### src/rtl/udpfr_pkg.sv
// ----------------------------------------------------------------------------
// udpfr_pkg
// Shared types and constants for the UDP/IPv4/Ethernet frame builder.
// ----------------------------------------------------------------------------
`default_nettype none

package udpfr_pkg;

  // field widths
  localparam int LEN_W   = 11;
  localparam int ADDR_W  = 12;
  localparam int BYTE_W  = 8;
  localparam int CFG_W   = 48;
  localparam int CADDR_W = 3;

  // header layout
  localparam int HDR_BYTES = 43;
  localparam int IDX_W     = 6;
  localparam logic [IDX_W-1:0] IDX_LAST = IDX_W'(HDR_BYTES - 1);
  localparam logic [ADDR_W-1:0] HDR_TAIL = ADDR_W'(HDR_BYTES - 1);

  // header constants
  localparam logic [7:0]  CTRL_BYTE   = 8'h0E;
  localparam logic [7:0]  ETYPE_HI    = 8'h08;
  localparam logic [7:0]  ETYPE_LO    = 8'h00;
  localparam logic [7:0]  IP_VER_IHL  = 8'h45;
  localparam logic [7:0]  IP_TTL      = 8'h40;
  localparam logic [7:0]  IP_PROTO    = 8'h11;
  localparam logic [15:0] IP_HDR_LEN  = 16'd28;
  localparam logic [15:0] UDP_HDR_LEN = 16'd8;
  // sum of the fixed nonzero ip header words 0x4500 and 0x4011
  localparam logic [15:0] CSUM_FIXED  = 16'h8511;
  localparam int CSUM_W = 19;

  // input kinds
  localparam logic CMD_START = 1'b0;
  localparam logic CMD_DATA  = 1'b1;

  // configuration register indexes
  localparam logic [CADDR_W-1:0] REG_DEST_MAC    = 3'd0;
  localparam logic [CADDR_W-1:0] REG_SOURCE_MAC  = 3'd1;
  localparam logic [CADDR_W-1:0] REG_SOURCE_IP   = 3'd2;
  localparam logic [CADDR_W-1:0] REG_DEST_IP     = 3'd3;
  localparam logic [CADDR_W-1:0] REG_SOURCE_PORT = 3'd4;
  localparam logic [CADDR_W-1:0] REG_DEST_PORT   = 3'd5;

  // queue between front and back
  localparam int QDEPTH = 4;
  localparam int QPTR_W = 2;
  localparam int QCNT_W = 3;

  // one queued job: a header burst or a single payload byte
  typedef struct packed {
    logic              is_hdr;
    logic              last;
    logic [LEN_W-1:0]  len;
    logic [BYTE_W-1:0] data;
    logic [ADDR_W-1:0] tx_start;
    logic [ADDR_W-1:0] tx_end;
  } item_t;

  // register file contents seen by the back end
  typedef struct packed {
    logic [47:0] dest_mac;
    logic [47:0] source_mac;
    logic [31:0] source_ip;
    logic [31:0] dest_ip;
    logic [15:0] source_port;
    logic [15:0] dest_port;
  } cfg_t;

endpackage

`default_nettype wire

### src/rtl/udpfr_front.sv
// ----------------------------------------------------------------------------
// udpfr_front
// Accepts input beats, tracks the open frame and queues header or byte jobs.
// ----------------------------------------------------------------------------
`default_nettype none

module udpfr_front #(
  parameter int MAX_PAYLOAD = 1472,
  parameter int HALF_SIZE   = 2048
) (
  input  wire                              clk,
  input  wire                              rst_n,
  input  wire                              acc,
  input  wire                              cmd,
  input  wire  [udpfr_pkg::LEN_W-1:0]      payload_len,
  input  wire  [udpfr_pkg::BYTE_W-1:0]     data_byte,
  output logic                             push,
  output udpfr_pkg::item_t                 push_item
);

  localparam logic [udpfr_pkg::LEN_W-1:0] MAX_LEN = udpfr_pkg::LEN_W'(MAX_PAYLOAD);
  localparam logic [udpfr_pkg::ADDR_W-1:0] HALF_ADDR =
    udpfr_pkg::ADDR_W'(HALF_SIZE % (1 << udpfr_pkg::ADDR_W));

  logic                          half_r, half_nxt;
  logic                          open_r, open_nxt;
  logic [udpfr_pkg::LEN_W-1:0]   left_r, left_nxt;
  logic [udpfr_pkg::ADDR_W-1:0]  fstart_r, fstart_nxt;
  logic [udpfr_pkg::ADDR_W-1:0]  fend_r, fend_nxt;

  logic [udpfr_pkg::LEN_W-1:0]   len_sat;
  logic [udpfr_pkg::ADDR_W-1:0]  start_addr;
  logic [udpfr_pkg::LEN_W-1:0]   left_dec;

  // start frame: clamp length and place the frame in the next half
  always_comb begin
    len_sat    = (payload_len > MAX_LEN) ? MAX_LEN : payload_len;
    start_addr = half_r ? HALF_ADDR : '0;
    left_dec   = left_r - udpfr_pkg::LEN_W'(1);
  end

  // classify the beat and build the job
  always_comb begin
    half_nxt   = half_r;
    open_nxt   = open_r;
    left_nxt   = left_r;
    fstart_nxt = fstart_r;
    fend_nxt   = fend_r;
    push       = 1'b0;
    push_item  = '0;
    if (acc) begin
      if (cmd == udpfr_pkg::CMD_START) begin
        half_nxt   = ~half_r;
        fstart_nxt = start_addr;
        fend_nxt   = start_addr + udpfr_pkg::ADDR_W'(len_sat) + udpfr_pkg::HDR_TAIL;
        left_nxt   = len_sat;
        open_nxt   = (len_sat != '0);
        push       = 1'b1;
        push_item.is_hdr   = 1'b1;
        push_item.last     = (len_sat == '0);
        push_item.len      = len_sat;
        push_item.tx_start = fstart_nxt;
        push_item.tx_end   = fend_nxt;
      end else if (open_r) begin
        left_nxt = left_dec;
        open_nxt = (left_dec != '0);
        push     = 1'b1;
        push_item.is_hdr   = 1'b0;
        push_item.last     = (left_dec == '0);
        push_item.data     = data_byte;
        push_item.tx_start = fstart_r;
        push_item.tx_end   = fend_r;
      end
    end
  end

  // frame tracking state
  always_ff @(posedge clk) begin
    if (!rst_n) begin
      half_r   <= 1'b0;
      open_r   <= 1'b0;
      left_r   <= '0;
      fstart_r <= '0;
      fend_r   <= '0;
    end else begin
      half_r   <= half_nxt;
      open_r   <= open_nxt;
      left_r   <= left_nxt;
      fstart_r <= fstart_nxt;
      fend_r   <= fend_nxt;
    end
  end

endmodule

`default_nettype wire

### src/rtl/udpfr_queue.sv
// ----------------------------------------------------------------------------
// udpfr_queue
// Short job queue that decouples the front end from the byte sequencer.
// ----------------------------------------------------------------------------
`default_nettype none

module udpfr_queue (
  input  wire                clk,
  input  wire                rst_n,
  input  wire                push,
  input  udpfr_pkg::item_t   push_item,
  input  wire                pop,
  output logic               full,
  output logic               nempty,
  output udpfr_pkg::item_t   head
);

  udpfr_pkg::item_t                mem_r [udpfr_pkg::QDEPTH];
  logic [udpfr_pkg::QPTR_W-1:0]    wr_r, wr_nxt;
  logic [udpfr_pkg::QPTR_W-1:0]    rd_r, rd_nxt;
  logic [udpfr_pkg::QCNT_W-1:0]    cnt_r, cnt_nxt;

  // status and head view
  always_comb begin
    full   = (cnt_r == udpfr_pkg::QCNT_W'(udpfr_pkg::QDEPTH));
    nempty = (cnt_r != '0);
    head   = mem_r[rd_r];
  end

  // pointer and fill count update
  always_comb begin
    wr_nxt  = push ? wr_r + udpfr_pkg::QPTR_W'(1) : wr_r;
    rd_nxt  = pop ? rd_r + udpfr_pkg::QPTR_W'(1) : rd_r;
    cnt_nxt = cnt_r;
    if (push && !pop) begin
      cnt_nxt = cnt_r + udpfr_pkg::QCNT_W'(1);
    end else if (pop && !push) begin
      cnt_nxt = cnt_r - udpfr_pkg::QCNT_W'(1);
    end
  end

  always_ff @(posedge clk) begin
    if (!rst_n) begin
      wr_r  <= '0;
      rd_r  <= '0;
      cnt_r <= '0;
    end else begin
      wr_r  <= wr_nxt;
      rd_r  <= rd_nxt;
      cnt_r <= cnt_nxt;
    end
  end

  // entry storage
  always_ff @(posedge clk) begin
    if (push) begin
      mem_r[wr_r] <= push_item;
    end
  end

endmodule

`default_nettype wire

### src/rtl/udpfr_back.sv
// ----------------------------------------------------------------------------
// udpfr_back
// Byte sequencer: expands header jobs into 43 beats, passes payload bytes,
// and drives the registered output stage.
// ----------------------------------------------------------------------------
`default_nettype none

module udpfr_back (
  input  wire                               clk,
  input  wire                               rst_n,
  input  udpfr_pkg::cfg_t                   cfg,
  input  wire                               nempty,
  input  udpfr_pkg::item_t                  head,
  output logic                              pop,
  output logic                              out_valid,
  input  wire                               out_ready,
  output logic [udpfr_pkg::BYTE_W-1:0]      out_byte,
  output logic                              out_last,
  output logic [udpfr_pkg::ADDR_W-1:0]      out_start,
  output logic [udpfr_pkg::ADDR_W-1:0]      out_end
);

  logic [udpfr_pkg::IDX_W-1:0]   idx_r, idx_nxt;
  logic [udpfr_pkg::CSUM_W-1:0]  cs_r, cs_nxt;
  logic                          vld_r, vld_nxt;
  logic [udpfr_pkg::BYTE_W-1:0]  byte_r;
  logic                          last_r;
  logic [udpfr_pkg::ADDR_W-1:0]  start_r;
  logic [udpfr_pkg::ADDR_W-1:0]  end_r;

  logic                          adv;
  logic                          fire;
  logic [15:0]                   tot_len;
  logic [15:0]                   udp_len;
  logic [15:0]                   ck;
  logic [udpfr_pkg::BYTE_W-1:0]  hbyte;
  logic [udpfr_pkg::BYTE_W-1:0]  beat_byte;
  logic                          beat_last;

  assign adv  = !vld_r || out_ready;
  assign fire = adv && nempty;

  // length fields and finished checksum
  always_comb begin
    tot_len = 16'(head.len) + udpfr_pkg::IP_HDR_LEN;
    udp_len = 16'(head.len) + udpfr_pkg::UDP_HDR_LEN;
    ck      = ~cs_r[15:0];
  end

  // header byte select
  always_comb begin
    case (idx_r)
      6'd0:    hbyte = udpfr_pkg::CTRL_BYTE;
      6'd1:    hbyte = cfg.dest_mac[47:40];
      6'd2:    hbyte = cfg.dest_mac[39:32];
      6'd3:    hbyte = cfg.dest_mac[31:24];
      6'd4:    hbyte = cfg.dest_mac[23:16];
      6'd5:    hbyte = cfg.dest_mac[15:8];
      6'd6:    hbyte = cfg.dest_mac[7:0];
      6'd7:    hbyte = cfg.source_mac[47:40];
      6'd8:    hbyte = cfg.source_mac[39:32];
      6'd9:    hbyte = cfg.source_mac[31:24];
      6'd10:   hbyte = cfg.source_mac[23:16];
      6'd11:   hbyte = cfg.source_mac[15:8];
      6'd12:   hbyte = cfg.source_mac[7:0];
      6'd13:   hbyte = udpfr_pkg::ETYPE_HI;
      6'd14:   hbyte = udpfr_pkg::ETYPE_LO;
      6'd15:   hbyte = udpfr_pkg::IP_VER_IHL;
      6'd17:   hbyte = tot_len[15:8];
      6'd18:   hbyte = tot_len[7:0];
      6'd23:   hbyte = udpfr_pkg::IP_TTL;
      6'd24:   hbyte = udpfr_pkg::IP_PROTO;
      6'd25:   hbyte = ck[15:8];
      6'd26:   hbyte = ck[7:0];
      6'd27:   hbyte = cfg.source_ip[31:24];
      6'd28:   hbyte = cfg.source_ip[23:16];
      6'd29:   hbyte = cfg.source_ip[15:8];
      6'd30:   hbyte = cfg.source_ip[7:0];
      6'd31:   hbyte = cfg.dest_ip[31:24];
      6'd32:   hbyte = cfg.dest_ip[23:16];
      6'd33:   hbyte = cfg.dest_ip[15:8];
      6'd34:   hbyte = cfg.dest_ip[7:0];
      6'd35:   hbyte = cfg.source_port[15:8];
      6'd36:   hbyte = cfg.source_port[7:0];
      6'd37:   hbyte = cfg.dest_port[15:8];
      6'd38:   hbyte = cfg.dest_port[7:0];
      6'd39:   hbyte = udp_len[15:8];
      6'd40:   hbyte = udp_len[7:0];
      default: hbyte = '0;
    endcase
  end

  // ip checksum, built one word per header beat, then folded twice
  always_comb begin
    case (idx_r)
      6'd0:    cs_nxt = udpfr_pkg::CSUM_W'(udpfr_pkg::CSUM_FIXED)
                        + udpfr_pkg::CSUM_W'(tot_len);
      6'd1:    cs_nxt = cs_r + udpfr_pkg::CSUM_W'(cfg.source_ip[31:16]);
      6'd2:    cs_nxt = cs_r + udpfr_pkg::CSUM_W'(cfg.source_ip[15:0]);
      6'd3:    cs_nxt = cs_r + udpfr_pkg::CSUM_W'(cfg.dest_ip[31:16]);
      6'd4:    cs_nxt = cs_r + udpfr_pkg::CSUM_W'(cfg.dest_ip[15:0]);
      6'd5,
      6'd6:    cs_nxt = udpfr_pkg::CSUM_W'(cs_r[15:0])
                        + udpfr_pkg::CSUM_W'(cs_r[udpfr_pkg::CSUM_W-1:16]);
      default: cs_nxt = cs_r;
    endcase
    if (!(fire && head.is_hdr)) begin
      cs_nxt = cs_r;
    end
  end

  // beat contents and job sequencing
  always_comb begin
    beat_byte = head.is_hdr ? hbyte : head.data;
    beat_last = head.is_hdr ? (head.last && (idx_r == udpfr_pkg::IDX_LAST)) : head.last;
    pop       = 1'b0;
    idx_nxt   = idx_r;
    if (fire) begin
      if (!head.is_hdr || idx_r == udpfr_pkg::IDX_LAST) begin
        pop     = 1'b1;
        idx_nxt = '0;
      end else begin
        idx_nxt = idx_r + udpfr_pkg::IDX_W'(1);
      end
    end
    vld_nxt = adv ? nempty : vld_r;
  end

  // control state
  always_ff @(posedge clk) begin
    if (!rst_n) begin
      idx_r <= '0;
      vld_r <= 1'b0;
    end else begin
      idx_r <= idx_nxt;
      vld_r <= vld_nxt;
    end
  end

  // checksum accumulator and output payload
  always_ff @(posedge clk) begin
    cs_r <= cs_nxt;
    if (fire) begin
      byte_r  <= beat_byte;
      last_r  <= beat_last;
      start_r <= head.tx_start;
      end_r   <= head.tx_end;
    end
  end

  assign out_valid = vld_r;
  assign out_byte  = byte_r;
  assign out_last  = last_r;
  assign out_start = start_r;
  assign out_end   = end_r;

endmodule

`default_nettype wire

### src/rtl/udp_ipv4_ethernet_framer.sv
// An accepted beat is first written into the job queue; its first output beat is then registered by the back end.
// Throughput: one payload byte per cycle while out_tready is high; a start beat
// produces 43 header beats at one per cycle, set by the single byte sequencer in the back end.
// A four-entry job queue lets input beats keep arriving during a header burst.
// Reset (synchronous, active low) restores the register defaults, closes any
// open frame, empties the queue and points the next frame at address 0.
// ----------------------------------------------------------------------------
// udp_ipv4_ethernet_framer
// Builds UDP/IPv4/Ethernet frames byte by byte for a two-half transmit buffer.
// ----------------------------------------------------------------------------
`default_nettype none

module udp_ipv4_ethernet_framer #(
  parameter int MAX_PAYLOAD = 1472,
  parameter int HALF_SIZE   = 2048
) (
  input  wire                                 clk,
  input  wire                                 rst_n,
  // configuration write port
  input  wire                                 cfg_we,
  input  wire  [udpfr_pkg::CADDR_W-1:0]       cfg_addr,
  input  wire  [udpfr_pkg::CFG_W-1:0]         cfg_wdata,
  // input stream
  input  wire                                 in_tvalid,
  output logic                                in_tready,
  input  wire  [23:0]                         in_tdata,  // payload_len, data_byte, zero pad
  input  wire                                 in_tuser,  // cmd
  // output stream
  output logic                                out_tvalid,
  input  wire                                 out_tready,
  output logic [31:0]                         out_tdata, // out_byte, tx_start, tx_end
  output logic                                out_tlast
);

  udpfr_pkg::cfg_t   cfg_r;
  udpfr_pkg::item_t  push_item;
  udpfr_pkg::item_t  head;
  logic              push;
  logic              pop;
  logic              q_full;
  logic              q_nempty;
  logic              in_acc;

  logic [udpfr_pkg::BYTE_W-1:0] o_byte;
  logic [udpfr_pkg::ADDR_W-1:0] o_start;
  logic [udpfr_pkg::ADDR_W-1:0] o_end;

  // configuration registers
  always_ff @(posedge clk) begin
    if (!rst_n) begin
      cfg_r.dest_mac    <= 48'h90E6BAF10A4D;
      cfg_r.source_mac  <= 48'hD6BE7BF2D110;
      cfg_r.source_ip   <= 32'h0A230002;
      cfg_r.dest_ip     <= 32'h0A230001;
      cfg_r.source_port <= 16'd5000;
      cfg_r.dest_port   <= 16'd5000;
    end else if (cfg_we) begin
      case (cfg_addr)
        udpfr_pkg::REG_DEST_MAC:    cfg_r.dest_mac    <= cfg_wdata;
        udpfr_pkg::REG_SOURCE_MAC:  cfg_r.source_mac  <= cfg_wdata;
        udpfr_pkg::REG_SOURCE_IP:   cfg_r.source_ip   <= cfg_wdata[31:0];
        udpfr_pkg::REG_DEST_IP:     cfg_r.dest_ip     <= cfg_wdata[31:0];
        udpfr_pkg::REG_SOURCE_PORT: cfg_r.source_port <= cfg_wdata[15:0];
        udpfr_pkg::REG_DEST_PORT:   cfg_r.dest_port   <= cfg_wdata[15:0];
        default: ;
      endcase
    end
  end

  // input handshake
  assign in_tready = ~q_full;
  assign in_acc    = in_tvalid & in_tready;

  udpfr_front #(
    .MAX_PAYLOAD (MAX_PAYLOAD),
    .HALF_SIZE   (HALF_SIZE)
  ) u_front (
    .clk         (clk),
    .rst_n       (rst_n),
    .acc         (in_acc),
    .cmd         (in_tuser),
    .payload_len (in_tdata[10:0]),
    .data_byte   (in_tdata[18:11]),
    .push        (push),
    .push_item   (push_item)
  );

  udpfr_queue u_queue (
    .clk       (clk),
    .rst_n     (rst_n),
    .push      (push),
    .push_item (push_item),
    .pop       (pop),
    .full      (q_full),
    .nempty    (q_nempty),
    .head      (head)
  );

  udpfr_back u_back (
    .clk       (clk),
    .rst_n     (rst_n),
    .cfg       (cfg_r),
    .nempty    (q_nempty),
    .head      (head),
    .pop       (pop),
    .out_valid (out_tvalid),
    .out_ready (out_tready),
    .out_byte  (o_byte),
    .out_last  (out_tlast),
    .out_start (o_start),
    .out_end   (o_end)
  );

  // output packing
  assign out_tdata = {o_end, o_start, o_byte};

endmodule

`default_nettype wire

### config.mk
export PLATFORM = sky130hd
export DESIGN_NAME = udp_ipv4_ethernet_framer
export DESIGN_NICKNAME = d
export VERILOG_FILES = /design/src/rtl/udpfr_pkg.sv /design/src/rtl/udpfr_front.sv /design/src/rtl/udpfr_queue.sv /design/src/rtl/udpfr_back.sv /design/src/rtl/udp_ipv4_ethernet_framer.sv
export SDC_FILE = /design/constraint.sdc
export NUM_CORES = 1
export LEC_CHECK = 0
export ABC_CLOCK_PERIOD_IN_PS = 4500
export BUFFER_PORTS_ARGS = -buffer_cell sky130_fd_sc_hd__buf_2
export CELL_PAD_IN_SITES_DETAIL_PLACEMENT = 1
export CELL_PAD_IN_SITES_GLOBAL_PLACEMENT = 1
export CORE_MARGIN = 2
export CORE_UTILIZATION = 43
export CTS_CLUSTER_DIAMETER = 200
export CTS_CLUSTER_SIZE = 28
export DETAILED_ROUTE_END_ITERATION = 10
export PLACE_DENSITY_LB_ADDON = 0.1
export SKIP_LAST_GASP = 1
export SLEW_MARGIN = 15
export SYNTH_ARGS = -nofsm -noshare
export SYNTH_HDL_FRONTEND = slang
export SYNTH_SLANG_ARGS = --single-unit
### constraint.sdc
create_clock -name clk -period 4.5 [get_ports clk]
set_input_delay 0.45 -clock clk [delete_from_list [all_inputs] [get_ports clk]]
set_output_delay 0.45 -clock clk [all_outputs]
set_load 0.02 [all_outputs]
==> impl_metrics.ini, run 1 <==
[critical_path]
worstSetupStartpointType = register
crit_type = register to register
worst-path-buf-inv = 4
slowest_stage = a222oi_1
crit_path_end_kind = register
worstRegToRegCells = 20
cp.required_ns = 4.85
rr_startpoint = u_back.idx_r[0]
crit_path_max_incr_delay_ns = 0.57
cp_top_family = compound AO/OA/AOI/OAI gates
crit_fanout = 19
rr_endpoint = u_back.cs_r[16]
crit_chain = inv_1 -> ha_1 -> nand2_1 -> nor3_2 -> buf_12 -> a222oi_1 -> a21oi_1 -> ha_1 -> inv_1 -> fa_1 -> nor2b_1 -> o31a_1 -> a311oi_2 -> buf_4 -> a211oi_1 -> o21ai_2 -> nand2b_1 -> a21oi_1 -> xnor2_1 -> a22o_1
cp_data_arrival_time_ns = 4.63
r2r_slack_ns = 0.22

[finish]
multi_input_area_mm2 = 0.008946
regArea_mm2 = 0.01000
drive_gt1_frac = 0.1102
area_delta_synth_final_pct = 8.690
final_cell_area_mm2 = 0.02127
fin_cells = 2679
layout.nets = 2189
fin_util = 0.4706
fillers = 5138

[synth]
synth-seq-cells = 411
ys_seq_area_frac = 0.5111
syn-instance-count = 2032
async_flop_share = 0
ys_types = 73
synth.cell_area_mm2 = 0.01957
synth.area.top_cells = edfxtp_1 27%, dfxtp_1 24%, nand2_1 9.4%, a21boi_0 5.1%, mux4_2 3.8%
synth.top_cell.area_share = 0.2716
synth_edf_count = 177
synth_top_area_cell = edfxtp_1
avgSynthCellArea_um2 = 9.629
synthFlopType = dfxtp_1
synth_warnings = 0

[timing]
rsz0062_at_grt = yes
hold_violations = 0
drv_slew = 0
tightest_slew_ns = 1.173
max_freq_mhz = 233.6
max_slew_margin = 0.2151
finalCritPeriodShare = 0.9515
min_period_ns = 4.282
finalSetupViolations = 0
finalClockSkew_ns = 0.03345

[clocking]
cts-root-buf = clkbuf_16
postCtsResizedCells = 0
cts.path.max_buffers = 3
cts_tree = done
post-cts-setup-buffer-count = 0
clk_latency_ns = 0.57
clkSinkCount = 411
cts_buffers = 18
cts_max_level = 1
postCtsHoldBufs = 0
clkTransAtPathRegs_ns = 0.13

[power_and_ir_drop]
seqPwrFrac = 0.457
power_frac_comb = 0.348
vdd_ir_drop_max_uv = 482.1
p_leak_nw = 7.764
intPower_w = 0.006600
netSwitchingFraction = 0.3644
p_sw_w = 0.003783
power.density_mw_per_mm2 = 488.3
clock_power_share = 0.195

[global_routing]
antenna_found_initial = 1
grt_first_pass_wirelength_um = 102700
grt_pass1_vias = 15778
grt_max_degree = 129
grt_overflow_total = 0
grt_usage = 0.2910

[routing]
ant_nets = 0
dr.pass1.iters = 9
via_per_inst = 5.996
via_count = 16062
avgRoutedWirePerCell_um = 25.99
drc = 0
drtIter0Drc = 1526
wl_um = 69620

[floorplan]
floorplan.die_area_mm2 = 0.04723
rows = 78
initial_core_util = 0.4330
die_w_um = 217.3
coreArea_mm2 = 0.04519
die_h_um = 217.3
ios = 116

[placed_design]
placed_area_mm2 = 0.02073
dpl.cell_count = 2649
dp_hpwl_um = 48730
io_buffer_count = 99
gp_congestion = 0.9119

[job]
max_cap_violations = 0

[status]
status = completed

[worst_hold_path]
whs_path_depth = 3
hp-class = input pin to register
hp-start = cfg_wdata[41]
min_to = cfg_r[137]
[Yosys cell counts (8+ instances only)]
cell type and number:
a21oi_1 62, xor2_1 26, or3_1 8, buf_4 11, a222oi_1 19, a21o_1 9, a22oi_1 45, nand2_1 488
inv_1 34, xnor2_1 40, nor2_1 100, nand3_1 112, a31oi_1 12, a21boi_0 132, and2_1 27, nor2b_1 19
ha_1 36, mux4_2 33, and3_1 21, nand4_1 19, a22o_1 20, nor3_1 25, a221oi_1 27, o221ai_1 8
o21a_1 8, buf_2 13, clkbuf_1 99, o21ai_0 62, buf_1 12, dfxtp_1 234, edfxtp_1 177
[worst max-delay path by stage]
stage	from	endpoint	cells after the start
6_report	u_back.idx_r[0]	u_back.cs_r[16]	20
3_5_place_dp	u_back.idx_r[4]	u_back.cs_r[18]	19
4_1_cts	u_back.idx_r[5]	u_back.cs_r[18]	19
5_1_grt	u_back.idx_r[0]	u_back.cs_r[18]	20
3_3_place_gp	u_back.idx_r[0]	u_back.cs_r[16]	20
2_1_floorplan	u_back.idx_r[0]	u_back.cs_r[16]	19
[cells by family after synthesis]
logic type	Yosys count	synth area share
AO/OA/AOI/OAI	455	0.1658
XOR/XNOR	66	0.02954
adder cells (fa/ha/maj)	39	0.02609
buffers and inverters	172	0.03671
flip-flops	411	0.5111
multiplexers	39	0.04195
other	1	0.0001917
AND/OR/NAND/NOR	849	0.1887
[placed cells by master, fill, tap and decap left out, types with 22 or more instances in the layout]
master,netlist,final
nand2_1,488,486
dfxtp_1,234,233
edfxtp_1,177,177
a21boi_0,132,132
nand3_1,112,112
nor2_1,100,98
buf_2,13,98
o21ai_0,62,62
a21oi_1,62,60
a22oi_1,45,45
xnor2_1,40,40
buf_4,11,39
ha_1,36,36
inv_1,34,34
mux4_2,33,33
a221oi_1,27,27
xor2_1,26,26
nor3_1,25,22
[tightest hold or removal path, stage by stage]
cell and delay, ns:
buf_2 0.09, nand2_1 0.04, nand3_1 0.07
[flip-flops by register name (all words and copies together) (netlist names), named ones only]
register	cells
u_back.out_start	1
u_front.open_r	1
cfg_r	192
u_back.out_end	12
u_back.out_last	1
u_front.fend_r	12
u_queue.mem_r	136
u_queue.wr_r	2
u_back.out_valid	1
u_back.idx_r	6
u_queue.cnt_r	3
u_front.left_r	11
u_front.half_r	1
u_back.out_byte	8
u_back.cs_r	19
u_front.fstart_r	1
u_queue.rd_r	2
[power groups by stage]
stage               combinational, W  clock [W]  sequential, W
floorplan                    0.00238          0        0.00481
global placement             0.00350          0        0.00481
detailed placement           0.00360          0        0.00483
CTS                          0.00362    0.00207        0.00474
global route                 0.00397    0.00216        0.00478
finish                       0.00362    0.00202        0.00475
[per-stage QoR]
stage / setup WS [ns] / setup TNS [ns] / total power, W / hold slack (ns)
CTS: 0.1742 / 0 / 0.01043 / 0.09569
global placement: 0.3099 / 0 / 0.008317 / 0.4505
detailed placement: 0.1694 / 0 / 0.008429 / 0.4578
finish: 0.2183 / 0 / 0.01038 / 0.1214
global route: -0.03492 / -0.03492 / 0.01091 / 0.1165
floorplan: 0.2166 / 0 / 0.007188 / 0.4397
[per-layer routing]
layer | track usage | vias to the layer above | wire, um | share of wire
met1 | 0.4277 | 8208 | 32510 | 0.47
met4 | 0.07146 | 0 | 1712 | 0.025
met2 | 0.4414 | 489 | 30550 | 0.44
met3 | 0.05479 | 74 | 4840 | 0.070
li1 | - | 7291 | - | -
met5 | 0 | - | 0 | 0
[layout make-up]
cell class,count,area share
antenna,1,0.0001177
clock buffer,28,0.02395
clock inverter,1,0.0005295
inverter,35,0.006178
multi-input combinational,1459,0.4207
sequential,411,0.4703
tap,600,0.03530
timing repair buffer,144,0.04301
Power figures use the tool's default switching activity.
==> run 2, diff against run 1 <==
- ABC_CLOCK_PERIOD_IN_PS: 4500 -> 4760
- CORE_UTILIZATION: 43 -> 48
- CTS_CLUSTER_DIAMETER: 200 -> 120
- clock period: 4.5 -> 4.76 ns (I/O delays scaled with it)
==> run 2 against run 1 <==
Power shrank 4.6%. Final cell count decreased by 2.8%. First-iteration DRC count rose by 39%. Sequential share of layout area is 0.33 points higher. Register-to-register slack better by 0.06 ns.
==> impl_metrics.ini, run 2 (synthesis gave the netlist of run 1 again) <==
[finish]
layout.nets = 2189
reg_top3 = cfg_r: 192 flops, u_queue.mem_r: 136 flops, u_back.cs_r: 19 flops
fin_util = 0.5278
fillers = 4566
largest_reg_flops = 192
area_delta_synth_final_pct = 7.923
final_cell_mix = 486 x nand2_1, 233 x dfxtp_1, 177 x edfxtp_1, 132 x a21boi_0, 111 x nand3_1
drive_gt1_frac = 0.1097
top_register = cfg_r
layout_commonest_cell = nand2_1

[floorplan]
die_w_um = 205.9
coreArea_mm2 = 0.04001
rows = 73
ios = 116
initial_core_util = 0.4891
die_h_um = 205.9
floorplan.die_area_mm2 = 0.04239

[job]
max_cap_violations = 0

[routing]
via_count = 16546
drc = 0
wl_um = 69930
dr.pass1.iters = 6
via_per_inst = 6.354
avgRoutedWirePerCell_um = 26.86
ant_nets = 0
drtIter0Drc = 2119

[critical_path]
worstRegToRegCells = 17
crit_type = register to register
crit_path_end = u_back.cs_r[16]
cp_data_arrival_time_ns = 4.82
cp.required_ns = 5.10
r2r_slack_ns = 0.28
rr_endpoint = u_back.cs_r[16]
crit_start = u_back.idx_r[0]
worstSetupStartpointType = register
rr_startpoint = u_back.idx_r[0]
crit_path_end_kind = register
crit_fanout = 11

[placed_design]
io_buffer_count = 99
gp_congestion = 0.9657
dp_hpwl_um = 48890
post-place-ws_ns = 0.3987

[timing]
rsz0062_at_grt = no
min_period_ns = 4.481
tightest_slew_ns = 1.247
finalClockSkew_ns = 0.03657
tns_ns = 0
fin_ws_ns = 0.2791
hold_violations = 0
finalCritPeriodShare = 0.9414
max_freq_mhz = 223.2
finalSetupViolations = 0
max_slew_margin = 0.1658
drv_slew = 0

[clocking]
cts_tree = done
cts_max_level = 1
clk_latency_ns = 0.56
cts-root-buf = clkbuf_16
clkTransAtPathRegs_ns = 0.12
postCtsHoldBufs = 0
cts_buffers = 18
postCtsResizedCells = 0
post-cts-setup-buffer-count = 0
clkSinkCount = 411
cts.path.max_buffers = 3

[power_and_ir_drop]
vdd_ir_drop_max_uv = 567.4
seqPwrFrac = 0.454
power_frac_comb = 0.354
netSwitchingFraction = 0.3710
p_leak_nw = 7.757
clock_power_share = 0.193
intPower_w = 0.006231
p_sw_w = 0.003676
power.density_mw_per_mm2 = 469.1

[global_routing]
grt_max_degree = 157
grt_pass1_vias = 16057
grt_overflow_total = 0
grt_first_pass_wirelength_um = 103300
grt_usage = 0.3280
antenna_found_initial = 2

[status]
status = completed

[worst_hold_path]
hp-class = input pin to register
==> run 2: cell type report <==
cell class | instances | area [um^2] | share of cell area
clock inverter | 1 | 8.758 | 0.0004148
inverter | 35 | 131.4 | 0.006221
timing repair buffer | 144 | 864.6 | 0.04094
antenna | 1 | 2.502 | 0.0001185
multi-input combinational | 1459 | 8942 | 0.4235
sequential | 411 | 10000 | 0.4736
tap | 525 | 656.9 | 0.03111
clock buffer | 28 | 509.2 | 0.02412
==> run 2: worst min-delay path by stage <==
stage	startpoint	to	slack (ns)	cells past startpoint
2_1_floorplan	cfg_r[104]	cfg_r[104]	0.44	2
3_5_place_dp	cfg_r[104]	cfg_r[104]	0.46	2
5_1_grt	cfg_wdata[34]	cfg_r[178]	0.14	3
3_3_place_gp	cfg_r[12]	cfg_r[12]	0.45	2
4_1_cts	cfg_wdata[34]	cfg_r[178]	0.13	3
6_report	cfg_wdata[34]	cfg_r[178]	0.14	3
==> run 2: routing by layer <==
| layer | vias up | routed length [um] | GRT usage |
|---|---|---|---|
| met5 | - | 0 | 0 |
| met2 | 797 | 30670 | 0.4986 |
| met4 | 0 | 2083 | 0.09031 |
| met1 | 8314 | 30610 | 0.4854 |
| li1 | 7295 | - | - |
| met3 | 140 | 6569 | 0.05266 |
==> run 2: critical path, cell delays in order, from the launching register on <==
cell	delay [ns]
dfxtp_1	0.43
inv_1	0.10
ha_1	0.23
nand2_1	0.14
nor2_1	0.09
or3_1	0.44
buf_4	0.22
a21oi_1	0.30
ha_1	0.33
nor2b_1	0.16
o31a_1	0.29
a311oi_1	0.54
a211oi_1	0.19
o21ai_1	0.24
nand2b_1	0.08
a21oi_1	0.17
xnor2_1	0.08
a22o_1	0.23
==> run 2: power by group through the flow <==
| stage | logic, W | registers, W | clock network [W] |
|---|---|---|---|
| 2_1_floorplan | 0.00225 | 0.00455 | 0 |
| 3_3_place_gp | 0.00334 | 0.00455 | 0 |
| 3_5_place_dp | 0.00344 | 0.00457 | 0 |
| 4_1_cts | 0.00346 | 0.00449 | 0.00194 |
| 5_1_grt | 0.00377 | 0.00454 | 0.00204 |
| 6_report | 0.00350 | 0.00450 | 0.00191 |
==> run 2: through the flow <==
| step | power [W] | hold slack (ns) | area [um^2] | instances |
|---|---|---|---|---|
| 2_1_floorplan | 0.006795 | 0.4397 | 19600 | 2042 |
| 3_3_place_gp | 0.007886 | 0.4491 | 20600 | 2574 |
| 3_5_place_dp | 0.008014 | 0.4580 | 20600 | 2574 |
| 4_1_cts | 0.009896 | 0.1262 | 21110 | 2603 |
| 5_1_grt | 0.01035 | 0.1421 | 21110 | 2603 |
| 6_report | 0.009907 | 0.1370 | 21120 | 2604 |
